File: src/rtl/ppa_pkg.sv
package ppa_pkg;

  // Vertex coordinate width
  localparam int COORD_W = 16;

  // Serial multiplier: unsigned magnitudes, one radix-4 digit per step
  localparam int MUL_W      = COORD_W;
  localparam int MUL_DIGITS = MUL_W / 2;
  localparam int PROD_W     = 2 * MUL_W;

  // One edge's signed cross product x_a*y_b - x_b*y_a
  localparam int CROSS_W = PROD_W + 1;

  // dx*dx + dy*dy, then scaled by 2^(2*FRAC_W) for a Q8 root
  localparam int D2_W    = PROD_W + 1;
  localparam int FRAC_W  = 8;
  localparam int RAD_RAW = D2_W + 2 * FRAC_W;
  localparam int RAD_W   = RAD_RAW + (RAD_RAW % 2);
  localparam int ROOT_W  = RAD_W / 2;

  // Accumulators and result fields
  localparam int CSUM_W      = 44;
  localparam int LSUM_W      = 36;
  localparam int PERIM_W     = 35;
  localparam int AREA_W      = 43;
  localparam int TOTAL_W     = 11;
  localparam int IN_TDATA_W  = 2 * COORD_W;
  localparam int OUT_RAW_W   = PERIM_W + AREA_W + TOTAL_W;
  localparam int OUT_TDATA_W = ((OUT_RAW_W + 7) / 8) * 8;

  localparam int MAX_VERTICES_DEF = 1024;

  // Polygon sequencer states
  typedef enum logic [2:0] {
    ST_IDLE,
    ST_EDGE,
    ST_CLOSE_GO,
    ST_CLOSE,
    ST_EMIT
  } state_t;

  // Edge engine request: start pulse with the edge's end points a -> b
  typedef struct packed {
    logic                      start;
    logic signed [COORD_W-1:0] ax;
    logic signed [COORD_W-1:0] ay;
    logic signed [COORD_W-1:0] bx;
    logic signed [COORD_W-1:0] by;
  } edge_req_t;

  // Edge engine response: done pulse with cross product and Q8 length
  typedef struct packed {
    logic                      busy;
    logic                      done;
    logic signed [CROSS_W-1:0] xprod;
    logic [ROOT_W-1:0]         len;
  } edge_rsp_t;

endpackage

File: src/rtl/ppa_mul.sv
module ppa_mul (
  input  logic                        clk,
  input  logic                        rst_n,
  input  logic                        start,
  input  logic [ppa_pkg::MUL_W-1:0]   a,
  input  logic [ppa_pkg::MUL_W-1:0]   b,
  output logic                        busy,
  output logic                        done,
  output logic [ppa_pkg::PROD_W-1:0]  prod
);

  localparam int CNT_W = $clog2(ppa_pkg::MUL_DIGITS);

  logic                      busy_r;
  logic                      done_r;
  logic [CNT_W-1:0]          cnt_r;
  logic [ppa_pkg::MUL_W-1:0] a_r;
  logic [ppa_pkg::MUL_W-1:0] hi_r;
  logic [ppa_pkg::MUL_W-1:0] lo_r;
  logic [ppa_pkg::MUL_W+1:0] pp;
  logic [ppa_pkg::MUL_W+1:0] sum;

  // a times the low digit of the multiplier, added into the high half
  always_comb begin
    pp  = ({2'b00, a_r} & {(ppa_pkg::MUL_W+2){lo_r[0]}})
        + ({1'b0, a_r, 1'b0} & {(ppa_pkg::MUL_W+2){lo_r[1]}});
    sum = {2'b00, hi_r} + pp;
  end

  // step control
  always_ff @(posedge clk) begin
    if (!rst_n) begin
      busy_r <= 1'b0;
      done_r <= 1'b0;
      cnt_r  <= '0;
    end else begin
      done_r <= 1'b0;
      if (start) begin
        busy_r <= 1'b1;
        cnt_r  <= '0;
      end else if (busy_r) begin
        cnt_r <= cnt_r + 1'b1;
        if (cnt_r == CNT_W'(ppa_pkg::MUL_DIGITS - 1)) begin
          busy_r <= 1'b0;
          done_r <= 1'b1;
        end
      end
    end
  end

  // product shift register: low half takes two finished bits a step
  always_ff @(posedge clk) begin
    if (start) begin
      a_r  <= a;
      hi_r <= '0;
      lo_r <= b;
    end else if (busy_r) begin
      hi_r <= sum[ppa_pkg::MUL_W+1:2];
      lo_r <= {sum[1:0], lo_r[ppa_pkg::MUL_W-1:2]};
    end
  end

  assign busy = busy_r;
  assign done = done_r;
  assign prod = {hi_r, lo_r};

endmodule

File: src/rtl/ppa_sqrt.sv
module ppa_sqrt (
  input  logic                        clk,
  input  logic                        rst_n,
  input  logic                        start,
  input  logic [ppa_pkg::RAD_W-1:0]   radicand,
  output logic                        busy,
  output logic                        done,
  output logic [ppa_pkg::ROOT_W-1:0]  root
);

  localparam int CNT_W = $clog2(ppa_pkg::ROOT_W);

  logic                       busy_r;
  logic                       done_r;
  logic [CNT_W-1:0]           cnt_r;
  logic [ppa_pkg::RAD_W-1:0]  rad_r;
  logic [ppa_pkg::ROOT_W:0]   rem_r;
  logic [ppa_pkg::ROOT_W:0]   rem_nxt;
  logic [ppa_pkg::ROOT_W-1:0] root_r;
  logic [ppa_pkg::ROOT_W-1:0] root_nxt;
  logic [ppa_pkg::ROOT_W+2:0] rem_sh;
  logic [ppa_pkg::ROOT_W+2:0] trial;
  logic [ppa_pkg::ROOT_W+2:0] diff;
  logic                       ge;

  // restoring recurrence: bring in two radicand bits, try 4*root+1
  always_comb begin
    rem_sh   = {rem_r, rad_r[ppa_pkg::RAD_W-1 -: 2]};
    trial    = {1'b0, root_r, 2'b01};
    ge       = rem_sh >= trial;
    diff     = rem_sh - trial;
    rem_nxt  = ge ? diff[ppa_pkg::ROOT_W:0] : rem_sh[ppa_pkg::ROOT_W:0];
    root_nxt = {root_r[ppa_pkg::ROOT_W-2:0], ge};
  end

  // step control
  always_ff @(posedge clk) begin
    if (!rst_n) begin
      busy_r <= 1'b0;
      done_r <= 1'b0;
      cnt_r  <= '0;
    end else begin
      done_r <= 1'b0;
      if (start) begin
        busy_r <= 1'b1;
        cnt_r  <= '0;
      end else if (busy_r) begin
        cnt_r <= cnt_r + 1'b1;
        if (cnt_r == CNT_W'(ppa_pkg::ROOT_W - 1)) begin
          busy_r <= 1'b0;
          done_r <= 1'b1;
        end
      end
    end
  end

  // radicand shifts out MSB pair first
  always_ff @(posedge clk) begin
    if (start) begin
      rad_r  <= radicand;
      rem_r  <= '0;
      root_r <= '0;
    end else if (busy_r) begin
      rad_r  <= {rad_r[ppa_pkg::RAD_W-3:0], 2'b00};
      rem_r  <= rem_nxt;
      root_r <= root_nxt;
    end
  end

  assign busy = busy_r;
  assign done = done_r;
  assign root = root_r;

endmodule

File: src/rtl/ppa_edge.sv
module ppa_edge (
  input  logic               clk,
  input  logic               rst_n,
  input  ppa_pkg::edge_req_t req,
  output ppa_pkg::edge_rsp_t rsp
);

  // magnitude of a 17-bit two's complement value, fits 16 bits
  function automatic logic [ppa_pkg::COORD_W-1:0] mag(input logic [ppa_pkg::COORD_W:0] v);
    logic [ppa_pkg::COORD_W:0] n;
    n = -v;
    return v[ppa_pkg::COORD_W] ? n[ppa_pkg::COORD_W-1:0] : v[ppa_pkg::COORD_W-1:0];
  endfunction

  logic [ppa_pkg::COORD_W:0]   ax_e, ay_e, bx_e, by_e;
  logic [ppa_pkg::COORD_W:0]   dx, dy;
  logic [ppa_pkg::MUL_W-1:0]   dx_m, dy_m, ax_m, ay_m, bx_m, by_m;
  logic [ppa_pkg::PROD_W-1:0]  sq_x, sq_y, p1, p2;
  logic [ppa_pkg::D2_W-1:0]    d2;
  logic [ppa_pkg::RAD_W-1:0]   radicand;
  logic                        mul_busy, mul_done;
  logic                        sqrt_busy, sqrt_done;
  logic [ppa_pkg::ROOT_W-1:0]  root;
  logic                        neg1_r, neg2_r;
  logic signed [ppa_pkg::CROSS_W-1:0] t1, t2, v1, v2;
  logic signed [ppa_pkg::CROSS_W-1:0] cross_r;
  logic signed [ppa_pkg::CROSS_W-1:0] cross_nxt;

  // edge deltas and operand magnitudes
  always_comb begin
    ax_e = {req.ax[ppa_pkg::COORD_W-1], req.ax};
    ay_e = {req.ay[ppa_pkg::COORD_W-1], req.ay};
    bx_e = {req.bx[ppa_pkg::COORD_W-1], req.bx};
    by_e = {req.by[ppa_pkg::COORD_W-1], req.by};
    dx   = bx_e - ax_e;
    dy   = by_e - ay_e;
    dx_m = mag(dx);
    dy_m = mag(dy);
    ax_m = mag(ax_e);
    ay_m = mag(ay_e);
    bx_m = mag(bx_e);
    by_m = mag(by_e);
  end

  // four serial multipliers run in lockstep
  ppa_mul u_sq_x (
    .clk(clk), .rst_n(rst_n), .start(req.start), .a(dx_m), .b(dx_m),
    .busy(mul_busy), .done(mul_done), .prod(sq_x)
  );

  ppa_mul u_sq_y (
    .clk(clk), .rst_n(rst_n), .start(req.start), .a(dy_m), .b(dy_m),
    .busy(), .done(), .prod(sq_y)
  );

  ppa_mul u_p1 (
    .clk(clk), .rst_n(rst_n), .start(req.start), .a(ax_m), .b(by_m),
    .busy(), .done(), .prod(p1)
  );

  ppa_mul u_p2 (
    .clk(clk), .rst_n(rst_n), .start(req.start), .a(bx_m), .b(ay_m),
    .busy(), .done(), .prod(p2)
  );

  // product signs from the operand signs
  always_ff @(posedge clk) begin
    if (req.start) begin
      neg1_r <= req.ax[ppa_pkg::COORD_W-1] ^ req.by[ppa_pkg::COORD_W-1];
      neg2_r <= req.bx[ppa_pkg::COORD_W-1] ^ req.ay[ppa_pkg::COORD_W-1];
    end
  end

  // signed cross product once the products are in
  always_comb begin
    t1        = $signed({1'b0, p1});
    t2        = $signed({1'b0, p2});
    v1        = neg1_r ? -t1 : t1;
    v2        = neg2_r ? -t2 : t2;
    cross_nxt = v1 - v2;
  end

  always_ff @(posedge clk) begin
    if (mul_done) begin
      cross_r <= cross_nxt;
    end
  end

  // squared length scaled to Q16 feeds the root unit
  assign d2       = {1'b0, sq_x} + {1'b0, sq_y};
  assign radicand = ppa_pkg::RAD_W'({d2, {(2 * ppa_pkg::FRAC_W){1'b0}}});

  ppa_sqrt u_sqrt (
    .clk(clk), .rst_n(rst_n), .start(mul_done), .radicand(radicand),
    .busy(sqrt_busy), .done(sqrt_done), .root(root)
  );

  assign rsp.busy  = mul_busy | mul_done | sqrt_busy | sqrt_done;
  assign rsp.done  = sqrt_done;
  assign rsp.xprod = cross_r;
  assign rsp.len   = root;

endmodule

File: src/rtl/polygon_perimeter_area.sv
// Polygon perimeter and doubled area. Vertices arrive one per beat as signed
// 16-bit x/y with tlast on the polygon's final vertex; that beat yields one
// result: the closed perimeter in unsigned Q8 (each edge root rounded down),
// the exact doubled shoelace area, the vertex count and a flag for vertices
// dropped beyond MAX_VERTICES. Each edge runs through a digit-serial engine:
// 8 radix-4 multiply steps, then a 25-step bit-serial square root. A vertex
// that adds an edge holds in_tready low until the engine is done; the first
// vertex of a polygon, or a dropped one, starts no edge. The final vertex
// also runs the closing edge and the output load. A result in the output
// register holds off vertices only while the next result waits in ST_EMIT.
module polygon_perimeter_area #(
  parameter int MAX_VERTICES = ppa_pkg::MAX_VERTICES_DEF
) (
  input  logic                             clk,
  input  logic                             rst_n,
  input  logic                             in_tvalid,
  output logic                             in_tready,
  input  logic [ppa_pkg::IN_TDATA_W-1:0]   in_tdata,   // vertex_x, vertex_y
  input  logic                             in_tlast,   // last_vertex
  output logic                             out_tvalid,
  input  logic                             out_tready,
  output logic [ppa_pkg::OUT_TDATA_W-1:0]  out_tdata,  // perimeter_q8, doubled_area,
                                                       // vertex_total, zero pad
  output logic                             out_tuser   // too_many
);

  localparam int CNT_W  = $clog2(MAX_VERTICES + 1);
  localparam int COORD_W = ppa_pkg::COORD_W;
  localparam int CSUM_W = ppa_pkg::CSUM_W;
  localparam int LSUM_W = ppa_pkg::LSUM_W;

  ppa_pkg::state_t    state_r, state_nxt;
  ppa_pkg::edge_req_t edge_req;
  ppa_pkg::edge_rsp_t edge_rsp;

  logic [CNT_W-1:0]          cnt_r;
  logic                      dropped_r;
  logic                      last_r;
  logic signed [COORD_W-1:0] first_x_r, first_y_r, prev_x_r, prev_y_r;
  logic signed [COORD_W-1:0] in_x, in_y;
  logic [CSUM_W-1:0]         cross_sum_r, csum_nxt;
  logic [LSUM_W-1:0]         len_sum_r, lsum_nxt;
  logic [CSUM_W:0]           csum_ext;
  logic [LSUM_W:0]           lsum_ext;
  logic [CSUM_W-1:0]         area_mag;
  logic [ppa_pkg::PERIM_W-1:0] perim;
  logic [ppa_pkg::AREA_W-1:0]  area;
  logic [ppa_pkg::TOTAL_W+CNT_W-1:0] cnt_ext;
  logic                      out_valid_r;
  logic [ppa_pkg::OUT_TDATA_W-1:0] out_tdata_r;
  logic                      out_tuser_r;
  logic                      accept, cnt_zero, cnt_room, emit_go;

  assign in_x     = in_tdata[COORD_W-1:0];
  assign in_y     = in_tdata[2*COORD_W-1:COORD_W];
  assign accept   = in_tvalid && (state_r == ppa_pkg::ST_IDLE);
  assign cnt_zero = (cnt_r == '0);
  assign cnt_room = (cnt_r < CNT_W'(MAX_VERTICES));
  assign emit_go  = (state_r == ppa_pkg::ST_EMIT) && (!out_valid_r || out_tready);

  // next state
  always_comb begin
    state_nxt = state_r;
    unique case (state_r)
      ppa_pkg::ST_IDLE: begin
        if (accept) begin
          if (cnt_zero || !cnt_room) begin
            state_nxt = in_tlast ? ppa_pkg::ST_CLOSE_GO : ppa_pkg::ST_IDLE;
          end else begin
            state_nxt = ppa_pkg::ST_EDGE;
          end
        end
      end
      ppa_pkg::ST_EDGE: begin
        if (edge_rsp.done) begin
          state_nxt = last_r ? ppa_pkg::ST_CLOSE_GO : ppa_pkg::ST_IDLE;
        end
      end
      ppa_pkg::ST_CLOSE_GO: begin
        state_nxt = ppa_pkg::ST_CLOSE;
      end
      ppa_pkg::ST_CLOSE: begin
        if (edge_rsp.done) begin
          state_nxt = ppa_pkg::ST_EMIT;
        end
      end
      ppa_pkg::ST_EMIT: begin
        if (emit_go) begin
          state_nxt = ppa_pkg::ST_IDLE;
        end
      end
      default: begin
        state_nxt = ppa_pkg::ST_IDLE;
      end
    endcase
  end

  // sequencer outputs: ready and edge requests
  always_comb begin
    in_tready      = (state_r == ppa_pkg::ST_IDLE);
    edge_req.start = (accept && !cnt_zero && cnt_room)
                   || (state_r == ppa_pkg::ST_CLOSE_GO);
    edge_req.ax    = prev_x_r;
    edge_req.ay    = prev_y_r;
    edge_req.bx    = (state_r == ppa_pkg::ST_CLOSE_GO) ? first_x_r : in_x;
    edge_req.by    = (state_r == ppa_pkg::ST_CLOSE_GO) ? first_y_r : in_y;
  end

  ppa_edge u_edge (
    .clk(clk), .rst_n(rst_n), .req(edge_req), .rsp(edge_rsp)
  );

  // saturating accumulation of one finished edge
  always_comb begin
    csum_ext = {cross_sum_r[CSUM_W-1], cross_sum_r}
             + {{(CSUM_W + 1 - ppa_pkg::CROSS_W){edge_rsp.xprod[ppa_pkg::CROSS_W-1]}},
                edge_rsp.xprod};
    if (csum_ext[CSUM_W] != csum_ext[CSUM_W-1]) begin
      csum_nxt = csum_ext[CSUM_W] ? {1'b1, {(CSUM_W-1){1'b0}}}
                                  : {1'b0, {(CSUM_W-1){1'b1}}};
    end else begin
      csum_nxt = csum_ext[CSUM_W-1:0];
    end
    lsum_ext = {1'b0, len_sum_r} + (LSUM_W + 1)'(edge_rsp.len);
    lsum_nxt = lsum_ext[LSUM_W] ? {LSUM_W{1'b1}} : lsum_ext[LSUM_W-1:0];
  end

  // result fields, clamped to their widths
  always_comb begin
    perim    = (|len_sum_r[LSUM_W-1:ppa_pkg::PERIM_W]) ? {ppa_pkg::PERIM_W{1'b1}}
                                                      : len_sum_r[ppa_pkg::PERIM_W-1:0];
    area_mag = cross_sum_r[CSUM_W-1] ? -cross_sum_r : cross_sum_r;
    area     = area_mag[ppa_pkg::AREA_W] ? {ppa_pkg::AREA_W{1'b1}}
                                         : area_mag[ppa_pkg::AREA_W-1:0];
    cnt_ext  = {{ppa_pkg::TOTAL_W{1'b0}}, cnt_r};
  end

  // control state
  always_ff @(posedge clk) begin
    if (!rst_n) begin
      state_r     <= ppa_pkg::ST_IDLE;
      cnt_r       <= '0;
      dropped_r   <= 1'b0;
      last_r      <= 1'b0;
      cross_sum_r <= '0;
      len_sum_r   <= '0;
      out_valid_r <= 1'b0;
    end else begin
      state_r <= state_nxt;
      if (accept) begin
        last_r <= in_tlast;
        if (cnt_zero) begin
          cnt_r <= CNT_W'(1);
        end else if (cnt_room) begin
          cnt_r <= cnt_r + 1'b1;
        end else begin
          dropped_r <= 1'b1;
        end
      end
      if (edge_rsp.done) begin
        cross_sum_r <= csum_nxt;
        len_sum_r   <= lsum_nxt;
      end
      if (emit_go) begin
        cnt_r       <= '0;
        dropped_r   <= 1'b0;
        last_r      <= 1'b0;
        cross_sum_r <= '0;
        len_sum_r   <= '0;
        out_valid_r <= 1'b1;
      end else if (out_tready) begin
        out_valid_r <= 1'b0;
      end
    end
  end

  // vertex store and output register
  always_ff @(posedge clk) begin
    if (accept && cnt_zero) begin
      first_x_r <= in_x;
      first_y_r <= in_y;
    end
    if (accept && cnt_room) begin
      prev_x_r <= in_x;
      prev_y_r <= in_y;
    end
    if (emit_go) begin
      out_tdata_r <= ppa_pkg::OUT_TDATA_W'({cnt_ext[ppa_pkg::TOTAL_W-1:0], area, perim});
      out_tuser_r <= dropped_r;
    end
  end

  assign out_tvalid = out_valid_r;
  assign out_tdata  = out_tdata_r;
  assign out_tuser  = out_tuser_r;

`ifndef ASSERT_OFF
  // a vertex is only taken with the edge engine quiet
  a_ready_quiet: assert property (@(posedge clk) disable iff (!rst_n)
    in_tready |-> !edge_rsp.busy)
    else $error("vertex accepted while edge engine busy");

  // edge results only arrive while the sequencer waits for them
  a_done_state: assert property (@(posedge clk) disable iff (!rst_n)
    edge_rsp.done |-> (state_r == ppa_pkg::ST_EDGE || state_r == ppa_pkg::ST_CLOSE))
    else $error("edge result outside an edge wait state");

  // accepted count never passes the limit
  a_cnt_max: assert property (@(posedge clk) disable iff (!rst_n)
    cnt_r <= CNT_W'(MAX_VERTICES))
    else $error("vertex count beyond limit");

  // emitting a result clears the polygon and fills the output register
  a_emit_clear: assert property (@(posedge clk) disable iff (!rst_n)
    emit_go |=> (cnt_r == '0 && out_valid_r && len_sum_r == '0))
    else $error("polygon state not cleared after result");
`endif

endmodule
File: config.mk
export PLATFORM = sky130hd
export DESIGN_NAME = polygon_perimeter_area
export DESIGN_NICKNAME = d
export VERILOG_FILES = /design/src/rtl/ppa_pkg.sv /design/src/rtl/ppa_mul.sv /design/src/rtl/ppa_sqrt.sv /design/src/rtl/ppa_edge.sv /design/src/rtl/polygon_perimeter_area.sv
export SDC_FILE = /design/constraint.sdc
export NUM_CORES = 2
export LEC_CHECK = 0
export BUFFER_PORTS_ARGS = -buffer_cell sky130_fd_sc_hd__buf_4
export CORE_ASPECT_RATIO = 2
export CORE_MARGIN = 2
export CORE_UTILIZATION = 42
export DETAILED_ROUTE_END_ITERATION = 10
export GPL_ROUTABILITY_DRIVEN = 0
export GPL_TIMING_DRIVEN = 0
export SETUP_SLACK_MARGIN = 0.02
export SLEW_MARGIN = 20
export SYNTH_ARGS = -nofsm -noshare
export SYNTH_HDL_FRONTEND = slang
export SYNTH_HIERARCHICAL = 1
export SYNTH_SLANG_ARGS = --single-unit
File: constraint.sdc
create_clock -name clk -period 4.6 [get_ports clk]
set_input_delay 0.92 -clock clk [delete_from_list [all_inputs] [get_ports clk]]
set_output_delay 0.92 -clock clk [all_outputs]
set_load 0.01 [all_outputs]
==> impl_results.html <==
<table>
<tr><th>Metric</th><th>Value</th></tr>
<tr><th colspan="2">Clock network</th></tr>
<tr><td>TritonCTS clock tree</td><td>built</td></tr>
<tr><td>Hold-fix buffers at CTS</td><td>0</td></tr>
<tr><td>Total clock sinks</td><td>603</td></tr>
<tr><td>Later-pin clock latency in the skew report</td><td>680 ps</td></tr>
<tr><td>Clock Tree Buf Depth</td><td>3</td></tr>
<tr><td># H-tree levels</td><td>2</td></tr>
<tr><td>TritonCTS buffer count</td><td>60</td></tr>
<tr><td>Root buffer cell</td><td>sky130_fd_sc_hd__clkbuf_16</td></tr>
<tr><td>CTS clk-pin slew, worst paths</td><td>70 ps</td></tr>
<tr><th colspan="2">Setup path</th></tr>
<tr><td>Critical path data arrival time</td><td>slightly above 5000 ps</td></tr>
<tr><td>Crit path largest cell delay</td><td>~560 ps</td></tr>
<tr><td>Path length in cells of the critical path</td><td>18</td></tr>
<tr><td>Required time of the critical path</td><td>roughly 5000 ps</td></tr>
<tr><td>Worst reg2reg startpoint</td><td>state_r[0]</td></tr>
<tr><td>Critical path endpoint</td><td>u_edge/u_sq_y/lo_r[15]</td></tr>
<tr><td>Cell-by-cell trace of the critical path</td><td>nor3b_4 &gt; buf_12 &gt; clkbuf_16 &gt; mux2_4 &gt; inv_4 &gt; ha_4 &gt; inv_2 &gt; fa_2 &gt; a21o_1 &gt; a41o_1 &gt; nor2_2 &gt; xnor2_2 &gt; or2_4 &gt; or4_4 &gt; or3_1 &gt; o211ai_1 &gt; xnor2_2 &gt; mux2_2</td></tr>
<tr><td>Reg-to-reg endpoint</td><td>u_edge/u_sq_y/lo_r[15]</td></tr>
<tr><td>Type of the worst setup path</td><td>flip-flop to flip-flop</td></tr>
<tr><td>Worst Setup End Kind</td><td>flip-flop</td></tr>
<tr><td>Origin of the worst setup path</td><td>state_r[0]</td></tr>
<tr><td>Slack of the worst reg-to-reg path</td><td>-100 ps</td></tr>
<tr><td>Critical-path cell with the highest stage delay</td><td>sky130_fd_sc_hd__or4_4</td></tr>
<tr><td>Cell seen most often among critical-path stages</td><td>sky130_fd_sc_hd__xnor2_2</td></tr>
<tr><td>Setup crit start kind</td><td>flip-flop</td></tr>
<tr><td>Largest delay contributor family on the critical path</td><td>simple AND/OR/NAND/NOR gates</td></tr>
<tr><td>WP buf/inv</td><td>4</td></tr>
<tr><td>Worst-path fanout max</td><td>6</td></tr>
<tr><td>Depth of the worst register-to-register path</td><td>18</td></tr>
<tr><th colspan="2">Timing</th></tr>
<tr><td>Unrepaired setup endpoints after global routing</td><td>true</td></tr>
<tr><td>Fin. Hold Viols</td><td>0</td></tr>
<tr><td>Slew margin rel.</td><td>26.3%</td></tr>
<tr><td>Transition time at the pin with the least slew margin</td><td>roughly 1100 ps</td></tr>
<tr><td>Total count of max-transition violations in the final report</td><td>0</td></tr>
<tr><td>Achievable frequency</td><td>213 MHz</td></tr>
<tr><td>Final setup violation count</td><td>3</td></tr>
<tr><td>Post-route fraction of the period consumed by the critical path</td><td>102%</td></tr>
<tr><td>Final worst hold slack</td><td>around 450 ps</td></tr>
<tr><td>Final critical-path required period</td><td>about 4700 ps</td></tr>
<tr><td>Final Worst Setup Slack</td><td>-100 ps</td></tr>
<tr><td>Clk_skew</td><td>21.1 ps</td></tr>
<tr><th colspan="2">Die</th></tr>
<tr><td>Die area</td><td>between 0.1 and 0.15 mm2</td></tr>
<tr><td>Die Width</td><td>about 230 um</td></tr>
<tr><td>Number of core rows</td><td>roughly 160</td></tr>
<tr><td>Height of the die</td><td>451 um</td></tr>
<tr><td>Top-Level Pins</td><td>136</td></tr>
<tr><td>Initial cell density of the core</td><td>a little over two fifths</td></tr>
<tr><td>Core box area</td><td>approximately 0.1 mm2</td></tr>
<tr><th colspan="2">Power and ir drop</th></tr>
<tr><td>Maximum vdd ir drop</td><td>~0.33 mV</td></tr>
<tr><td>Power per cell area</td><td>a little under 500 mW/mm2</td></tr>
<tr><td>Leakage dissipation</td><td>between 15 and 20 nW</td></tr>
<tr><th colspan="2">Global routing</th></tr>
<tr><td>Number of antenna violations at the first check in global routing</td><td>5</td></tr>
<tr><td>Total global routing track utilization</td><td>approximately a quarter</td></tr>
<tr><td>Global-route wire length before repair</td><td>around 190,000 um</td></tr>
<tr><td>Vias in the first global route</td><td>about 34k</td></tr>
<tr><td>Congestion Overflow GR</td><td>0</td></tr>
<tr><td>Pin count of the biggest net entering global routing</td><td>between 50 and 60</td></tr>
<tr><th colspan="2">Route</th></tr>
<tr><td>Total detailed-routing wirelength</td><td>121,000 um</td></tr>
<tr><td>Total via count in the routed design</td><td>around 33k</td></tr>
<tr><td>Number of detailed-routing iterations run before antenna repair</td><td>5</td></tr>
<tr><td>Number of nets with antenna violations after detailed routing</td><td>0</td></tr>
<tr><td>Wirelength per Cell</td><td>just over 20 um</td></tr>
<tr><td>Starting DRC count in detailed routing</td><td>approximately 1.6k</td></tr>
<tr><td>DRC violations left</td><td>0</td></tr>
<tr><td>Via density per instance</td><td>approximately 5.6</td></tr>
<tr><th colspan="2">Finish</th></tr>
<tr><td>Area Overhead vs Synth</td><td>14.5%</td></tr>
<tr><td>Post-route core utilization</td><td>48.6%</td></tr>
<tr><td>Cell Count, Final, Fillers Out</td><td>between 5k and 6k</td></tr>
<tr><td>Final standard cell area without fillers</td><td>0.0480 mm2</td></tr>
<tr><td>Layout cell share with drive strength beyond 1</td><td>approximately 16%</td></tr>
<tr><td>Filler cells</td><td>approximately 9.4k</td></tr>
<tr><td>Total number of nets in the final design</td><td>roughly 5.0k</td></tr>
<tr><th colspan="2">Synth</th></tr>
<tr><td>Total standard cell area after synthesis</td><td>0.0419 mm2</td></tr>
<tr><td>Average cell area after synthesis</td><td>~9.7 um2</td></tr>
<tr><td>Post-synthesis cell count</td><td>4,318</td></tr>
<tr><td>Yosys warnings</td><td>6</td></tr>
<tr><th colspan="2">Outcome</th></tr>
<tr><td>Outcome</td><td>finished with violations</td></tr>
<tr><td>Violations in the final reports</td><td>setup timing</td></tr>
<tr><th colspan="2">Place</th></tr>
<tr><td>Post-detailed-placement half-perimeter wirelength</td><td>between 90,000 and 100,000 um</td></tr>
<tr><td>Placed cell count</td><td>around 5.8k</td></tr>
<tr><td>Cell area after placement</td><td>approximately 0.045 mm2</td></tr>
<tr><td>Number of buffers added on ports</td><td>around 130</td></tr>
<tr><th colspan="2">Min path</th></tr>
<tr><td>Worst hold path type</td><td>primary input to flip-flop</td></tr>
<tr><th colspan="2">Job</th></tr>
<tr><td>Number of max-cap violations</td><td>0</td></tr>
</table>
-- flip-flops by register name (all words and copies together) (netlist names), 25 cells and up --
signal and flops:
u_edge/u_sqrt/rem_r 26, u_edge/u_sqrt/root 25, u_edge/cross_r 33, out_tdata 89, len_sum_r 36, u_edge/u_sqrt/rad_r 50
cross_sum_r 44
-- what timing repair did --
action / in CTS / in global routing
cloned: 0 / 1
pin swaps: 18 / 36
setup buffers: 20 / 27
gates resized for setup: 76 / 86
setup endpoints to repair: 87 / 180
-- area by class of cell --
type,instances,area (um2),area share [%]
clock inverters,47,626,1.30
inverters,176,679,1.42
flip-flops and latches,603,15800,32.8
multi-input cells,3390,25400,53.0
plain buffers,167,847,1.76
clock buffers,67,1560,3.24
well taps,1320,1650,3.44
repair buffers,180,1460,3.03
diodes,2,5.00,0.0104
-- metrics by stage --
stage	power, mW	setup TNS, ps	worst slack (ps)
4_1_cts	23.5	-265	-90.1
3_5_place_dp	17.7	-62130	-1350
2_1_floorplan	15.0	0	38.4
5_1_grt	25.2	-3860	-274
6_report	23.7	-249	-100
3_3_place_gp	17.5	-368340	-1920
-- power breakdown --
part | internal, mW | total, mW | switching, mW
Clock | 3.15 | 5.51 | 2.36
Sequential | 6.67 | 7.45 | 0.788
Combinational | 4.59 | 10.8 | 6.17
Total | 14.4 | 23.7 | 9.32
-- worst min path at each step --
| stage | from | endpoint | slack (ps) | cells after the start |
|---|---|---|---|---|
| finish | in_tdata[3] | first_x_r[3] | 450 | 1 |
| global route | in_tdata[12] | prev_x_r[12] | 420 | 1 |
| CTS | in_tdata[20] | first_y_r[4] | 400 | 1 |
| detailed placement | u_edge/u_sqrt/rem_r[25] | u_edge/u_sqrt/rem_r[25] | 440 | 2 |
| global placement | u_edge/u_sqrt/rem_r[25] | u_edge/u_sqrt/rem_r[25] | 440 | 2 |
| floorplan | dropped_r | out_tuser | 410 | 0 |
-- cells in the final DEF, fill, tap and decap left out, types with 63 or more instances in the layout --
master                      count
sky130_fd_sc_hd__nand3_1       65
sky130_fd_sc_hd__o21ai_0      237
sky130_fd_sc_hd__nor3_1        69
sky130_fd_sc_hd__nand2_1      324
sky130_fd_sc_hd__clkbuf_1     124
sky130_fd_sc_hd__a21o_1        96
sky130_fd_sc_hd__xnor2_1      223
sky130_fd_sc_hd__a21oi_1      284
sky130_fd_sc_hd__nor2_1       296
sky130_fd_sc_hd__dfxtp_1      231
sky130_fd_sc_hd__fa_1          68
sky130_fd_sc_hd__buf_4        182
sky130_fd_sc_hd__xor2_1       138
sky130_fd_sc_hd__ha_1         268
sky130_fd_sc_hd__clkbuf_16     63
sky130_fd_sc_hd__and2_1       134
sky130_fd_sc_hd__inv_1        164
sky130_fd_sc_hd__mux2_2       143
sky130_fd_sc_hd__edfxtp_1     367
sky130_fd_sc_hd__mux2i_1       73
-- routing by layer --
| layer | track usage, % | wire (um) | vias to the layer above |
|---|---|---|---|
| li1 | - | - | 16300 |
| met4 | 14.4 | 7970 | 2 |
| met5 | 0 | 13 | - |
| met1 | 22.1 | 41700 | 15900 |
| met2 | 46.2 | 67400 | 766 |
| met3 | 2.65 | 3930 | 354 |
Note: power is estimated with default switching activity, not from simulation.
